## config.mk

```make
export PLATFORM = sky130hd
export DESIGN_NAME = sliding_2d_window_cell_cache_core
export DESIGN_NICKNAME = d
export VERILOG_FILES = /design/src/rtl/s2wcc_pkg.sv /design/src/rtl/s2wcc_dpath.sv /design/src/rtl/s2wcc_ctrl.sv /design/src/rtl/sliding_2d_window_cell_cache_core.sv
export SDC_FILE = /design/constraint.sdc
export NUM_CORES = 1
export LEC_CHECK = 0
export ABC_AREA = 1
export BUFFER_PORTS_ARGS = -buffer_cell sky130_fd_sc_hd__buf_2
export CORE_MARGIN = 3
export CORE_UTILIZATION = 46
export DETAILED_ROUTE_END_ITERATION = 12
export MAX_ROUTING_LAYER = met4
export PLACE_DENSITY = 0.71
export SLEW_MARGIN = 10
export SYNTH_ARGS = -nofsm -noshare
export SYNTH_HDL_FRONTEND = slang
export SYNTH_SLANG_ARGS = --single-unit
export TNS_END_PERCENT = 30
```

## constraint.sdc

```tcl
create_clock -name i_clk -period 7.9 [get_ports i_clk]
set_input_delay 0 -clock i_clk [delete_from_list [all_inputs] [get_ports i_clk]]
set_output_delay 0 -clock i_clk [all_outputs]
set_load 0.02 [all_outputs]
```

## src/rtl/s2wcc_pkg.sv

```systemverilog
// ============================================================================
// s2wcc_pkg: shared types and constants for the sliding 2D window cell cache
// Holds the window size limits, the register indexes, the slide step codes
// and the command/status records between controller and datapath.
// ============================================================================
package s2wcc_pkg;

    // Window size limits.
    localparam int MAX_COLS = 16;
    localparam int MAX_ROWS = 16;

    // Index widths for slot columns and rows, and count widths for sizes.
    localparam int COL_W = (MAX_COLS > 1) ? $clog2(MAX_COLS) : 1;
    localparam int ROW_W = (MAX_ROWS > 1) ? $clog2(MAX_ROWS) : 1;
    localparam int WCNT_W = $clog2(MAX_COLS + 1);
    localparam int HCNT_W = $clog2(MAX_ROWS + 1);

    // Field widths.
    localparam int POS_W = 16;
    localparam int SLOT_W = 8;
    localparam int CFG_W = 5;
    localparam int CFG_IDX_W = 1;
    // Coordinate compares need room above the 16-bit range.
    localparam int CMP_W = POS_W + 2;

    // Register indexes.
    localparam logic [CFG_IDX_W-1:0] CFG_WINDOW_WIDTH = 1'd0;
    localparam logic [CFG_IDX_W-1:0] CFG_WINDOW_HEIGHT = 1'd1;

    // Input kinds.
    localparam logic KIND_REQUEST = 1'b0;
    localparam logic KIND_CLEAR = 1'b1;

    // Window slide step codes.
    localparam logic [2:0] STEP_NONE = 3'd0;
    localparam logic [2:0] STEP_LEFT = 3'd1;
    localparam logic [2:0] STEP_RIGHT = 3'd2;
    localparam logic [2:0] STEP_UP = 3'd3;
    localparam logic [2:0] STEP_DOWN = 3'd4;

    // Controller to datapath commands.
    typedef struct packed {
        logic       load_req;
        logic       clear_all;
        logic       reanchor;
        logic [2:0] step;
        logic       lookup;
    } t_cmd;

    // Datapath to controller status.
    typedef struct packed {
        logic       kind;
        logic       far;
        logic [2:0] step;
        logic       out_free;
    } t_status;

    // Effective column count: zero acts as one, large values saturate.
    function automatic logic [WCNT_W-1:0] clamp_cols(input logic [CFG_W-1:0] v);
        logic [WCNT_W-1:0] res;
        if (v == '0) begin
            res = WCNT_W'(1);
        end else if (int'(v) > MAX_COLS) begin
            res = WCNT_W'(MAX_COLS);
        end else begin
            res = WCNT_W'(v);
        end
        return res;
    endfunction

    // Effective row count: zero acts as one, large values saturate.
    function automatic logic [HCNT_W-1:0] clamp_rows(input logic [CFG_W-1:0] v);
        logic [HCNT_W-1:0] res;
        if (v == '0) begin
            res = HCNT_W'(1);
        end else if (int'(v) > MAX_ROWS) begin
            res = HCNT_W'(MAX_ROWS);
        end else begin
            res = HCNT_W'(v);
        end
        return res;
    endfunction

endpackage

```

## src/rtl/s2wcc_dpath.sv

```systemverilog
// ============================================================================
// s2wcc_dpath: window state, valid flags and result register
// Holds the request, the window origin and its wrapped origin slot, the
// per-slot valid flags and the output word. Carries out one command a cycle.
// ============================================================================
module s2wcc_dpath (
    input  logic                              i_clk,
    input  logic                              i_rst_n,
    // Configuration writes
    input  logic                              i_cfg_we,
    input  logic [s2wcc_pkg::CFG_IDX_W-1:0]   i_cfg_idx,
    input  logic [s2wcc_pkg::CFG_W-1:0]       i_cfg_data,
    // Request payload
    input  logic                              i_kind,
    input  logic [s2wcc_pkg::POS_W-1:0]       i_pos_x,
    input  logic [s2wcc_pkg::POS_W-1:0]       i_pos_y,
    // Result channel
    output logic                              o_out_valid,
    input  logic                              i_out_ready,
    output logic [s2wcc_pkg::SLOT_W-1:0]      o_slot_index,
    output logic                              o_needs_build,
    // Controller link
    input  s2wcc_pkg::t_cmd                   i_cmd,
    output s2wcc_pkg::t_status                o_st
);

    localparam int CW = s2wcc_pkg::CMP_W;
    localparam int PROD_W = s2wcc_pkg::ROW_W + s2wcc_pkg::WCNT_W + 1;

    // Request registers.
    logic                              r_kind;
    logic [s2wcc_pkg::POS_W-1:0]       r_px;
    logic [s2wcc_pkg::POS_W-1:0]       r_py;

    // Window state.
    logic [s2wcc_pkg::WCNT_W-1:0]      r_w;
    logic [s2wcc_pkg::HCNT_W-1:0]      r_h;
    logic [s2wcc_pkg::POS_W-1:0]       r_ox;
    logic [s2wcc_pkg::POS_W-1:0]       r_oy;
    logic [s2wcc_pkg::COL_W-1:0]       r_org_col;
    logic [s2wcc_pkg::ROW_W-1:0]       r_org_row;
    logic [s2wcc_pkg::MAX_COLS-1:0]    r_flag [s2wcc_pkg::MAX_ROWS];

    // Output word.
    logic                              r_out_valid;
    logic [s2wcc_pkg::SLOT_W-1:0]      r_slot;
    logic                              r_build;

    // Combinational helpers.
    logic [CW-1:0]                     pxe, pye, oxe, oye, we, he;
    logic                              left, right, up, down, far;
    logic [s2wcc_pkg::COL_W-1:0]       prev_col, next_col;
    logic [s2wcc_pkg::ROW_W-1:0]       prev_row, next_row;
    logic [s2wcc_pkg::WCNT_W:0]        cx_sum;
    logic [s2wcc_pkg::HCNT_W:0]        cy_sum;
    logic [s2wcc_pkg::COL_W-1:0]       cx;
    logic [s2wcc_pkg::ROW_W-1:0]       cy;
    logic [PROD_W-1:0]                 slot_full;
    logic                              cfg_hit;
    logic                              wipe;

    // Position of the request against the window, on widened values.
    always_comb begin
        pxe = CW'(r_px);
        pye = CW'(r_py);
        oxe = CW'(r_ox);
        oye = CW'(r_oy);
        we  = CW'(r_w);
        he  = CW'(r_h);
        left  = pxe < oxe;
        right = pxe >= oxe + we;
        up    = pye < oye;
        down  = pye >= oye + he;
        far   = (pxe + we - CW'(1) < oxe) || (pxe >= oxe + (we << 1) - CW'(1)) ||
                (pye + he - CW'(1) < oye) || (pye >= oye + (he << 1) - CW'(1));
    end

    // Status to the controller; horizontal steps go before vertical ones.
    always_comb begin
        o_st.kind = r_kind;
        o_st.far = far;
        o_st.out_free = !r_out_valid || i_out_ready;
        if (left) begin
            o_st.step = s2wcc_pkg::STEP_LEFT;
        end else if (right) begin
            o_st.step = s2wcc_pkg::STEP_RIGHT;
        end else if (up) begin
            o_st.step = s2wcc_pkg::STEP_UP;
        end else if (down) begin
            o_st.step = s2wcc_pkg::STEP_DOWN;
        end else begin
            o_st.step = s2wcc_pkg::STEP_NONE;
        end
    end

    // Wrapped neighbors of the origin slot.
    always_comb begin
        prev_col = (r_org_col == '0) ? s2wcc_pkg::COL_W'(r_w - 1'b1)
                                     : r_org_col - 1'b1;
        next_col = (s2wcc_pkg::WCNT_W'(r_org_col) == r_w - 1'b1) ? '0
                                     : r_org_col + 1'b1;
        prev_row = (r_org_row == '0) ? s2wcc_pkg::ROW_W'(r_h - 1'b1)
                                     : r_org_row - 1'b1;
        next_row = (s2wcc_pkg::HCNT_W'(r_org_row) == r_h - 1'b1) ? '0
                                     : r_org_row + 1'b1;
    end

    // Slot of the request inside the window, wrapped around the origin slot.
    always_comb begin
        cx_sum = (s2wcc_pkg::WCNT_W + 1)'(r_px - r_ox) + (s2wcc_pkg::WCNT_W + 1)'(r_org_col);
        if (cx_sum >= (s2wcc_pkg::WCNT_W + 1)'(r_w)) begin
            cx_sum = cx_sum - (s2wcc_pkg::WCNT_W + 1)'(r_w);
        end
        cy_sum = (s2wcc_pkg::HCNT_W + 1)'(r_py - r_oy) + (s2wcc_pkg::HCNT_W + 1)'(r_org_row);
        if (cy_sum >= (s2wcc_pkg::HCNT_W + 1)'(r_h)) begin
            cy_sum = cy_sum - (s2wcc_pkg::HCNT_W + 1)'(r_h);
        end
        cx = s2wcc_pkg::COL_W'(cx_sum);
        cy = s2wcc_pkg::ROW_W'(cy_sum);
        slot_full = PROD_W'(cy) * PROD_W'(r_w) + PROD_W'(cx);
    end

    // A register write or a clear wipes the window.
    always_comb begin
        cfg_hit = 1'b0;
        case (i_cfg_idx)
            s2wcc_pkg::CFG_WINDOW_WIDTH:  cfg_hit = i_cfg_we;
            s2wcc_pkg::CFG_WINDOW_HEIGHT: cfg_hit = i_cfg_we;
            default:                      cfg_hit = 1'b0;
        endcase
        wipe = cfg_hit || i_cmd.clear_all;
    end

    // Request capture.
    always_ff @(posedge i_clk) begin
        if (i_cmd.load_req) begin
            r_kind <= i_kind;
            r_px <= i_pos_x;
            r_py <= i_pos_y;
        end
    end

    // Window sizes.
    always_ff @(posedge i_clk) begin
        if (!i_rst_n) begin
            r_w <= s2wcc_pkg::clamp_cols(s2wcc_pkg::CFG_W'(16));
            r_h <= s2wcc_pkg::clamp_rows(s2wcc_pkg::CFG_W'(16));
        end else if (i_cfg_we) begin
            case (i_cfg_idx)
                s2wcc_pkg::CFG_WINDOW_WIDTH:  r_w <= s2wcc_pkg::clamp_cols(i_cfg_data);
                s2wcc_pkg::CFG_WINDOW_HEIGHT: r_h <= s2wcc_pkg::clamp_rows(i_cfg_data);
                default: ;
            endcase
        end
    end

    // Origin and origin slot: wiped, re-anchored or moved one step.
    always_ff @(posedge i_clk) begin
        if (!i_rst_n || wipe) begin
            r_ox <= '0;
            r_oy <= '0;
            r_org_col <= '0;
            r_org_row <= '0;
        end else if (i_cmd.reanchor) begin
            r_ox <= r_px;
            r_oy <= r_py;
            r_org_col <= '0;
            r_org_row <= '0;
        end else begin
            case (i_cmd.step)
                s2wcc_pkg::STEP_LEFT: begin
                    r_ox <= r_ox - 1'b1;
                    r_org_col <= prev_col;
                end
                s2wcc_pkg::STEP_RIGHT: begin
                    r_ox <= r_ox + 1'b1;
                    r_org_col <= next_col;
                end
                s2wcc_pkg::STEP_UP: begin
                    r_oy <= r_oy - 1'b1;
                    r_org_row <= prev_row;
                end
                s2wcc_pkg::STEP_DOWN: begin
                    r_oy <= r_oy + 1'b1;
                    r_org_row <= next_row;
                end
                default: ;
            endcase
        end
    end

    // Valid flags: a step clears the vacated column or row, a lookup sets one.
    always_ff @(posedge i_clk) begin
        if (!i_rst_n || wipe || i_cmd.reanchor) begin
            for (int r = 0; r < s2wcc_pkg::MAX_ROWS; r++) begin
                r_flag[r] <= '0;
            end
        end else begin
            case (i_cmd.step)
                s2wcc_pkg::STEP_LEFT: begin
                    for (int r = 0; r < s2wcc_pkg::MAX_ROWS; r++) begin
                        r_flag[r][prev_col] <= 1'b0;
                    end
                end
                s2wcc_pkg::STEP_RIGHT: begin
                    for (int r = 0; r < s2wcc_pkg::MAX_ROWS; r++) begin
                        r_flag[r][r_org_col] <= 1'b0;
                    end
                end
                s2wcc_pkg::STEP_UP:   r_flag[prev_row] <= '0;
                s2wcc_pkg::STEP_DOWN: r_flag[r_org_row] <= '0;
                default: begin
                    if (i_cmd.lookup && (r_kind == s2wcc_pkg::KIND_REQUEST)) begin
                        r_flag[cy][cx] <= 1'b1;
                    end
                end
            endcase
        end
    end

    // Output word valid.
    always_ff @(posedge i_clk) begin
        if (!i_rst_n) begin
            r_out_valid <= 1'b0;
        end else if (i_cmd.lookup) begin
            r_out_valid <= 1'b1;
        end else if (i_out_ready) begin
            r_out_valid <= 1'b0;
        end
    end

    // Output word payload; a clear item gives slot zero and no build.
    always_ff @(posedge i_clk) begin
        if (i_cmd.lookup) begin
            if (r_kind == s2wcc_pkg::KIND_CLEAR) begin
                r_slot <= '0;
                r_build <= 1'b0;
            end else begin
                r_slot <= s2wcc_pkg::SLOT_W'(slot_full);
                r_build <= !r_flag[cy][cx];
            end
        end
    end

    assign o_out_valid = r_out_valid;
    assign o_slot_index = r_slot;
    assign o_needs_build = r_build;

    // The origin slot always lies inside the configured window.
    a_col_in_window: assert property (@(posedge i_clk) disable iff (!i_rst_n)
        s2wcc_pkg::WCNT_W'(r_org_col) < r_w)
        else $error("origin slot column outside window");

    a_row_in_window: assert property (@(posedge i_clk) disable iff (!i_rst_n)
        s2wcc_pkg::HCNT_W'(r_org_row) < r_h)
        else $error("origin slot row outside window");

    // A looked-up request slot is valid right after the lookup.
    a_flag_set: assert property (@(posedge i_clk) disable iff (!i_rst_n)
        (i_cmd.lookup && r_kind == s2wcc_pkg::KIND_REQUEST && !i_cfg_we)
        |=> r_flag[$past(cy)][$past(cx)])
        else $error("slot flag not set after lookup");

endmodule

```

## src/rtl/s2wcc_ctrl.sv

```systemverilog
// ============================================================================
// s2wcc_ctrl: request sequencer
// Takes one word at a time, decides between clear, re-anchor and slide,
// walks the window one step a cycle, then issues the slot lookup.
// ============================================================================
module s2wcc_ctrl (
    input  logic                i_clk,
    input  logic                i_rst_n,
    input  logic                i_in_valid,
    output logic                o_in_ready,
    input  s2wcc_pkg::t_status  i_st,
    output s2wcc_pkg::t_cmd     o_cmd
);

    localparam logic [1:0] S_IDLE  = 2'd0;
    localparam logic [1:0] S_CHECK = 2'd1;
    localparam logic [1:0] S_SLIDE = 2'd2;
    localparam logic [1:0] S_LOOK  = 2'd3;

    logic [1:0] r_state;
    logic [1:0] n_state;

    // Next state and commands.
    always_comb begin
        n_state = r_state;
        o_cmd = '0;
        o_cmd.step = s2wcc_pkg::STEP_NONE;
        o_in_ready = 1'b0;
        case (r_state)
            S_IDLE: begin
                o_in_ready = 1'b1;
                if (i_in_valid) begin
                    o_cmd.load_req = 1'b1;
                    n_state = S_CHECK;
                end
            end
            S_CHECK: begin
                if (i_st.kind == s2wcc_pkg::KIND_CLEAR) begin
                    o_cmd.clear_all = 1'b1;
                    n_state = S_LOOK;
                end else if (i_st.far) begin
                    o_cmd.reanchor = 1'b1;
                    n_state = S_LOOK;
                end else if (i_st.step == s2wcc_pkg::STEP_NONE) begin
                    n_state = S_LOOK;
                end else begin
                    n_state = S_SLIDE;
                end
            end
            S_SLIDE: begin
                o_cmd.step = i_st.step;
                if (i_st.step == s2wcc_pkg::STEP_NONE) begin
                    n_state = S_LOOK;
                end
            end
            S_LOOK: begin
                if (i_st.out_free) begin
                    o_cmd.lookup = 1'b1;
                    n_state = S_IDLE;
                end
            end
            default: n_state = S_IDLE;
        endcase
    end

    // State register.
    always_ff @(posedge i_clk) begin
        if (!i_rst_n) begin
            r_state <= S_IDLE;
        end else begin
            r_state <= n_state;
        end
    end

    // An accepted word always moves on to classification.
    a_accept_to_check: assert property (@(posedge i_clk) disable iff (!i_rst_n)
        (i_in_valid && o_in_ready) |=> r_state == S_CHECK)
        else $error("accepted word did not reach classification");

    // A lookup is only issued when the output register can take it.
    a_lookup_free: assert property (@(posedge i_clk) disable iff (!i_rst_n)
        o_cmd.lookup |-> i_st.out_free)
        else $error("lookup issued into a full output register");

    // Sliding ends in the lookup state once the request is inside.
    a_slide_done: assert property (@(posedge i_clk) disable iff (!i_rst_n)
        (r_state == S_SLIDE && i_st.step == s2wcc_pkg::STEP_NONE) |=> r_state == S_LOOK)
        else $error("slide did not end in lookup");

endmodule

```

## src/rtl/sliding_2d_window_cell_cache_core.sv

```systemverilog
// ============================================================================
// sliding_2d_window_cell_cache_core: toroidal window cell cache, valid flags
// Maps a requested cell to its wrapped slot, sliding or re-anchoring the
// window as needed, and reports whether the slot must be built.
//
//   Channel   Direction  Handshake                   Word
//   request   in         i_in_valid / o_in_ready     i_kind, i_pos_x, i_pos_y
//   result    out        o_out_valid / i_out_ready   o_slot_index, o_needs_build
//   config    in         i_cfg_we (no wait)          i_cfg_idx, i_cfg_data
//
// A request inside the window goes from accept through check to lookup. A
// request that slides also walks the slide state, one window slide step per
// cycle (up to width-1 + height-1 steps), clearing one column or row of flags
// per step, until it is inside. Clear items and far requests skip the slide.
// Reset (synchronous, active low) clears all flags and the origin at once
// and sets both sizes to 16. A stalled result holds in the output register;
// the next word is taken meanwhile and waits in lookup until it drains.
// ============================================================================
module sliding_2d_window_cell_cache_core (
    input  logic                              i_clk,
    input  logic                              i_rst_n,
    input  logic                              i_cfg_we,
    input  logic [s2wcc_pkg::CFG_IDX_W-1:0]   i_cfg_idx,
    input  logic [s2wcc_pkg::CFG_W-1:0]       i_cfg_data,
    input  logic                              i_in_valid,
    output logic                              o_in_ready,
    input  logic                              i_kind,
    input  logic [s2wcc_pkg::POS_W-1:0]       i_pos_x,
    input  logic [s2wcc_pkg::POS_W-1:0]       i_pos_y,
    output logic                              o_out_valid,
    input  logic                              i_out_ready,
    output logic [s2wcc_pkg::SLOT_W-1:0]      o_slot_index,
    output logic                              o_needs_build
);

    s2wcc_pkg::t_cmd    cmd;
    s2wcc_pkg::t_status st;

    // Sequencer.
    s2wcc_ctrl u_ctrl (
        .i_clk      (i_clk),
        .i_rst_n    (i_rst_n),
        .i_in_valid (i_in_valid),
        .o_in_ready (o_in_ready),
        .i_st       (st),
        .o_cmd      (cmd)
    );

    // Window state and flags.
    s2wcc_dpath u_dpath (
        .i_clk         (i_clk),
        .i_rst_n       (i_rst_n),
        .i_cfg_we      (i_cfg_we),
        .i_cfg_idx     (i_cfg_idx),
        .i_cfg_data    (i_cfg_data),
        .i_kind        (i_kind),
        .i_pos_x       (i_pos_x),
        .i_pos_y       (i_pos_y),
        .o_out_valid   (o_out_valid),
        .i_out_ready   (i_out_ready),
        .o_slot_index  (o_slot_index),
        .o_needs_build (o_needs_build),
        .i_cmd         (cmd),
        .o_st          (st)
    );

endmodule

```

==> results.py, run 1 <==
metrics = {
    "status": {
        "outcome": "finished clean",
    },
    "clocking": {
        "cts_tree": "built",
        "numCtsBuffers": 41,
        "clock_latency_ns": 0.60,
        "htreeDepth": 2,
        "clockBufferDepth": 3,
        "path_clk_slew_ns": 0.06,
        "root_buffer": "clkbuf_16",
        "post_cts_buffers": 0,
        "clock-sinks": 351,
    },
    "timing": {
        "finalCritPeriodShare": 0.8927,
        "final-setup-viol-count": 0,
        "tns_ns": 0,
        "finClkSkew_ns": 0.02748,
        "slew_headroom": 0.2961,
        "period_needed_ns": 7.052,
        "finalMaxSlewViolations": 0,
        "grt_setup_unrepaired": "no",
        "max_clock_freq_ghz": 0.1418,
        "timing.final.hold_violations": 0,
        "tightest_slew_ns": 1.056,
    },
    "worst_hold_path": {
        "worstHoldPathType": "in -> reg",
        "hp-start": "i_pos_x[5]",
        "holdPathEnd": "u_dpath.r_px[5]",
        "holdPathStages": 2,
    },
    "route": {
        "drt_iter0_drc": 2470,
        "wl_per_cell_um": 17.10,
        "num_vias": 27030,
        "via_per_inst": 5.591,
        "wl_mm": 82.66,
        "drtPass1Iterations": 5,
        "drtAntennaViolNets": 0,
        "drcViolationCount": 0,
    },
    "synth": {
        "synth_cell_types": 59,
        "synth_top_cells_by_area": "edfxtp_1, nand2_1, ha_1",
        "synth_top_area_frac": 0.3025,
        "synth_top_cell_by_area": "edfxtp_1",
        "synth.most_common_cell": "nand2_1",
        "yosysWarnings": 0,
        "async_reset_ff_frac": 0,
        "synthCells": 3955,
        "ys_seq_area_frac": 0.3384,
        "synth_commonest_cells": "nand2_1, nand3_1, nor2_1",
        "syn-num-nets": 4265,
        "avgSynthCellArea_um2": 7.480,
        "synth_edf_count": 298,
        "ys_ff_latch": 351,
        "ys.flop_type": "edfxtp_1",
        "syn-cell-area_um2": 29580,
    },
    "worst_setup_path": {
        "path_max_fanout": 36,
        "cp-end-kind": "flop",
        "r2r_end": "u_dpath.o_slot_index[6]",
        "criticalPathCategory": "reg -> reg",
        "crit_path_frequent_cell": "nor2_1",
        "cpPeakStageDelay_ns": 0.62,
        "cp_slowest_cell": "fa_1",
        "timing.rr.start": "u_dpath.r_oy[0]",
        "crit_required_ns": 8.33,
        "rrSetupSlack_ns": 0.85,
        "worstRegToRegCells": 32,
        "cp-start-kind": "flop",
        "arrival_ns": 7.48,
    },
    "power": {
        "p_leak_nw": 13.36,
        "total_power_mw": 12.74,
        "power-per-cell-area_nw_per_um2": 396.7,
        "vdd_ir_drop_max_mv": 0.7609,
    },
    "global_route": {
        "antenna_found_initial": 0,
        "grt_pass1_wl_mm": 131.8,
        "grt_usage": 0.2488,
        "grt_overflow": 0,
        "grt_max_degree": 130,
        "grt_pass1_vias": 25470,
    },
    "finish": {
        "fillers": 6092,
        "multi_input_area_um2": 17270,
        "area_growth_pct": 8.547,
        "antennaDiodeCount": 0,
        "fin_cells": 4835,
        "layout-drive-gt1-share": 0.07796,
        "seqCellArea_um2": 10010,
        "fin_nets": 4266,
        "final_util": 0.5072,
    },
    "run": {
        "cap_violations": 0,
    },
    "floorplan": {
        "die_h_um": 259.6,
        "die-width_um": 259.6,
        "io_pins": 55,
        "rows": 92,
        "initial_core_util": 0.4673,
        "design.core.area_um2": 63310,
        "die_area_um2": 67390,
    },
    "placement": {
        "io_buffers": 54,
        "place_congestion": 0.9275,
        "hpwl_mm": 55.31,
        "placed_cells": 4708,
    },
}
## per-stage QoR
step           setup WS [ns]  hold WS [ns]  cell area [um^2]
5_1_grt               0.2523        0.1026             32110
3_3_place_gp          0.9415        0.1766             30330
4_1_cts               0.8225       0.09229             32110
2_1_floorplan          1.375       0.09887             29580
6_report              0.8477        0.1171             32110
3_5_place_dp          0.8877        0.1786             30330
## what timing repair did
item / 4_1_cts / 5_1_grt
gates resized for setup: 0 / 0
hold buffers: 51 / 0
hold endpoints to repair: 49 / 0
## report_power, final
part | leakage [nW] | switching [mW] | internal [mW]
registers | 3.72 | 0.212 | 2.35
clock network | 0.614 | 0.814 | 1.05
logic | 9.02 | 5.79 | 2.53
## routing by layer
| metal | up-vias | GRT usage | share of wire |
|---|---|---|---|
| met5 | - | - | 0 |
| met3 | 143 | 0.02766 | 0.069 |
| met4 | 0 | 0.06914 | 0.026 |
| met1 | 12680 | 0.3265 | 0.43 |
| li1 | 13270 | - | - |
| met2 | 947 | 0.4091 | 0.47 |
## sequential cells by signal, summed over array words and instances (netlist names)
| signal | count |
|---|---|
| u_dpath.r_ox | 16 |
| u_ctrl.r_state | 2 |
| u_dpath.o_slot_index | 8 |
| u_dpath.r_py | 16 |
| u_dpath.r_kind | 1 |
| u_dpath.o_out_valid | 1 |
| u_dpath.r_px | 16 |
| u_dpath.r_org_col | 4 |
| u_dpath.r_oy | 16 |
| u_dpath.r_w | 5 |
| u_dpath.r_flag | 256 |
| u_dpath.r_org_row | 4 |
| u_dpath.r_h | 5 |
| u_dpath.o_needs_build | 1 |
## cell families (layout without fill, tap and decap cells)
logic type | after synthesis | in the layout | share of synthesized area
XOR/XNOR | 138 | 138 | 0.04187
buffers and inverters | 539 | 573 | 0.07989
AO/OA/AOI/OAI | 334 | 334 | 0.06792
adder cells (fa/ha/maj) | 266 | 266 | 0.1196
flip-flops | 351 | 351 | 0.3384
AND/OR/NAND/NOR | 2327 | 2327 | 0.3524
## placed cells by master (no fill, tap or decap), drive strengths merged, types with 4 or more instances in the layout
| master | count |
|---|---|
| nand3b | 5 |
| fa | 28 |
| a211oi | 9 |
| nor4 | 5 |
| o211ai | 11 |
| clkbuf | 59 |
| a21o | 8 |
| edfxtp | 298 |
| nor2 | 462 |
| nor3 | 23 |
| buf | 90 |
| o21ai | 99 |
| dfxtp | 53 |
| nand2 | 1116 |
| o21bai | 7 |
| ha | 238 |
| clkinv | 16 |
| or2 | 4 |
| nand3 | 646 |
| nand4 | 62 |
| dlygate4sd3 | 51 |
| inv | 355 |
| xnor2 | 35 |
| o22ai | 12 |
| xor2 | 103 |
| a31oi | 23 |
| a21oi | 132 |
| o221ai | 20 |
## worst max-delay path, delay by kind of cell, from the launching register on
kind / cells / cell delay (ns)
adders and majority gates: 8 / 3.21
buffers and inverters: 6 / 0.93
and+or+nand+nor: 10 / 1.17
AOI/OAI and AO/OA: 8 / 1.11
DFF: 1 / 0.49
## area by class of cell
cell class	instances	area share
clock buffer	59	0.03472
clock inverter	17	0.004831
inverter	356	0.04161
multi-input combinational	3065	0.5379
sequential	351	0.3117
tap	846	0.03296
timing repair buffer	141	0.03624
## how the worst max path moves through the flow
stage / start / depth (start not counted) / endpoint
2_1_floorplan: u_dpath.r_org_row[2] / 30 / u_dpath.o_slot_index[6]
3_3_place_gp: u_dpath.r_oy[0] / 31 / u_dpath.o_slot_index[6]
3_5_place_dp: u_dpath.r_oy[0] / 32 / u_dpath.o_slot_index[6]
4_1_cts: u_dpath.r_oy[0] / 32 / u_dpath.o_slot_index[6]
5_1_grt: u_dpath.r_oy[0] / 32 / u_dpath.o_slot_index[6]
6_report: u_dpath.r_oy[0] / 32 / u_dpath.o_slot_index[6]
Power figures use the tool's default switching activity.
==> inputs of run 2 (changes only) <==
ABC_CLOCK_PERIOD_IN_PS = 7900   (was not set)
SYNTH_HIERARCHICAL = 1   (was not set)
==> run 2 against run 1 <==
- maximum frequency shrank 2.1%
- synthesized area shrank 4.6%
- clock skew shrank 0.0060 ns
- sequential cell count is the same
- critical path depth grew 9
- setup slack lost 0.15 ns
- register-to-register slack lost 0.15 ns
- highest routed layer unchanged
==> results.py, run 2 <==
metrics = {
    "status": {
        "outcome": "finished clean",
    },
    "route": {
        "num_vias": 24930,
        "drcViolationCount": 0,
        "drtAntennaViolNets": 0,
        "wl_mm": 75.73,
        "drt_iter0_drc": 2114,
        "wl_per_cell_um": 16.70,
        "drtPass1Iterations": 7,
        "via_per_inst": 5.497,
    },
    "synth": {
        "yosysWarnings": 6,
        "synth_top_cell_by_area": "edfxtp_1",
        "ys.flop_type": "edfxtp_1",
        "avgSynthCellArea_um2": 7.723,
        "synth_edf_count": 298,
        "syn-num-nets": 4049,
        "async_reset_ff_frac": 0,
        "synth_top_area_frac": 0.3171,
        "ys_seq_area_frac": 0.3547,
        "synth_commonest_cells": "nand2_1, nor2_1, inv_1",
        "synth_cell_types": 62,
        "ys_ff_latch": 351,
        "synth_top_cells_by_area": "edfxtp_1, nand2_1, ha_1",
        "synthCells": 3654,
        "synth.most_common_cell": "nand2_1",
        "syn-cell-area_um2": 28220,
    },
    "finish": {
        "largest-register": "u_dpath/r_flag",
        "layout-drive-gt1-share": 0.07647,
        "mostFrequentLayoutCell": "nand2_1",
        "area_growth_pct": 11.59,
        "largest_register_ff_count": 256,
        "most-common-layout-cells": "nand2_1, nor2_1, inv_1",
        "antennaDiodeCount": 0,
        "fin_nets": 4119,
        "design_area_um2": 31490,
    },
    "clocking": {
        "clock_latency_ns": 0.59,
        "clock-sinks": 351,
        "cts_tree": "built",
        "path_clk_slew_ns": 0.06,
        "htreeDepth": 2,
        "clockBufferDepth": 3,
        "numCtsBuffers": 40,
        "root_buffer": "clkbuf_16",
    },
    "worst_setup_path": {
        "cp-end-kind": "flop",
        "crit_path_frequent_cell": "nand2_1",
        "cpPeakStageDelay_ns": 0.47,
        "path_max_fanout": 10,
        "cp_slowest_cell": "dfxtp_1",
        "cp-start-kind": "flop",
        "arrival_ns": 7.50,
        "crit_required_ns": 8.20,
        "criticalPathCategory": "reg -> reg",
    },
    "timing": {
        "grt_setup_unrepaired": "no",
        "slew_headroom": 0.1236,
        "finClkSkew_ns": 0.02153,
        "final-setup-viol-count": 0,
        "period_needed_ns": 7.206,
        "finalMaxSlewViolations": 0,
        "tns_ns": 0,
        "timing.final.hold_violations": 0,
        "tightest_slew_ns": 1.312,
        "finalCritPeriodShare": 0.9121,
        "max_clock_freq_ghz": 0.1388,
    },
    "floorplan": {
        "die_area_um2": 64360,
        "io_pins": 55,
        "design.core.area_um2": 60470,
        "die_h_um": 253.7,
        "initial_core_util": 0.4667,
        "rows": 90,
        "die-width_um": 253.7,
    },
    "placement": {
        "place_congestion": 0.9126,
        "hpwl_mm": 50.11,
        "dpl_cell_area_um2": 29340,
        "io_buffers": 54,
    },
    "global_route": {
        "grt_max_degree": 106,
        "grt_busiest_layer": "met2",
        "grt_pass1_vias": 23160,
        "grt_pass1_wl_mm": 119.1,
        "met2_usage": 0.3851,
        "grt_usage": 0.2373,
        "use_met3": 0.02814,
        "antenna_found_initial": 0,
        "grt_overflow": 0,
        "use_met1": 0.3125,
    },
    "run": {
        "cap_violations": 0,
    },
    "worst_hold_path": {
        "worstHoldPathType": "in -> reg",
    },
}
-- run 2: per-layer routing --
metal	up-vias	wire length, um
li1	12290	-
met1	11690	33150
met2	812	35560
met3	141	5161
met4	0	1861
met5	-	0
-- run 2: worst paths after layout --
check / from / cells past startpoint / end / slack, ns
worst min-delay path: i_pos_y[13] / 2 / u_dpath/r_py[13] / 0.12
worst min register to register: u_ctrl/r_state[0] / 2 / u_ctrl/r_state[0] / 0.54
worst max register to register: u_dpath/r_h[0] / 41 / u_dpath/r_flag[8][11] / 0.69
worst max-delay path: u_dpath/r_h[0] / 41 / u_dpath/r_flag[8][11] / 0.69
-- run 2: worst max-delay path, delay by kind of cell, from the launching register on --
family,cells,cell delay (ns)
AO/OA/AOI/OAI,12,1.89
XOR/XNOR,1,0.17
adder cells (fa/ha/maj),4,1.24
buffers and inverters,6,0.88
flip-flops,1,0.47
AND/OR/NAND/NOR,18,2.25
-- run 2: metrics by stage --
step / worst slack, ns / util / hold slack, ns / cells
after global placement: 0.6589 / 0.4852 / 0.1761 / 4393
after detailed placement: 0.5658 / 0.4852 / 0.1787 / 4393
after global routing: 0.03798 / 0.5208 / 0.1249 / 4535
after floorplan: 1.491 / - / 0.07623 / 3654
after CTS: 0.5238 / 0.5150 / 0.09589 / 4516
final: 0.6943 / 0.5208 / 0.1214 / 4535
-- run 2: kinds of logic (layout without fill, tap and decap cells) --
| group | Yosys count | count (layout) | share of synthesized area |
|---|---|---|---|
| compound gates | 416 | 416 | 0.09089 |
| xor+xnor | 127 | 127 | 0.03942 |
| fa+ha+maj | 351 | 351 | 0.1631 |
| buf+inv | 485 | 584 | 0.06886 |
| flops | 351 | 351 | 0.3547 |
| mux | 1 | 1 | 0.0003990 |
| simple gates | 1923 | 1923 | 0.2827 |
-- run 2: final cells by class --
type	instances	area, um^2
multi-input combinational	2818	16420
fill	5555	28980
sequential	351	10010
tap	782	978.4
inverter	338	1276
clock buffer	49	1066
timing repair buffer	175	1521
clock inverter	22	220.2
-- run 2: repair_timing --
action,in CTS,in global routing
endpoints found under the setup margin,0,330
hold buffers,52,0
resized for setup,0,3
setup buffers,0,19
hold endpoints to repair,52,0
Power of run 2 is not shown: default switching activity piles up to over one toggle a cycle in this logic, so the estimate is an artifact.
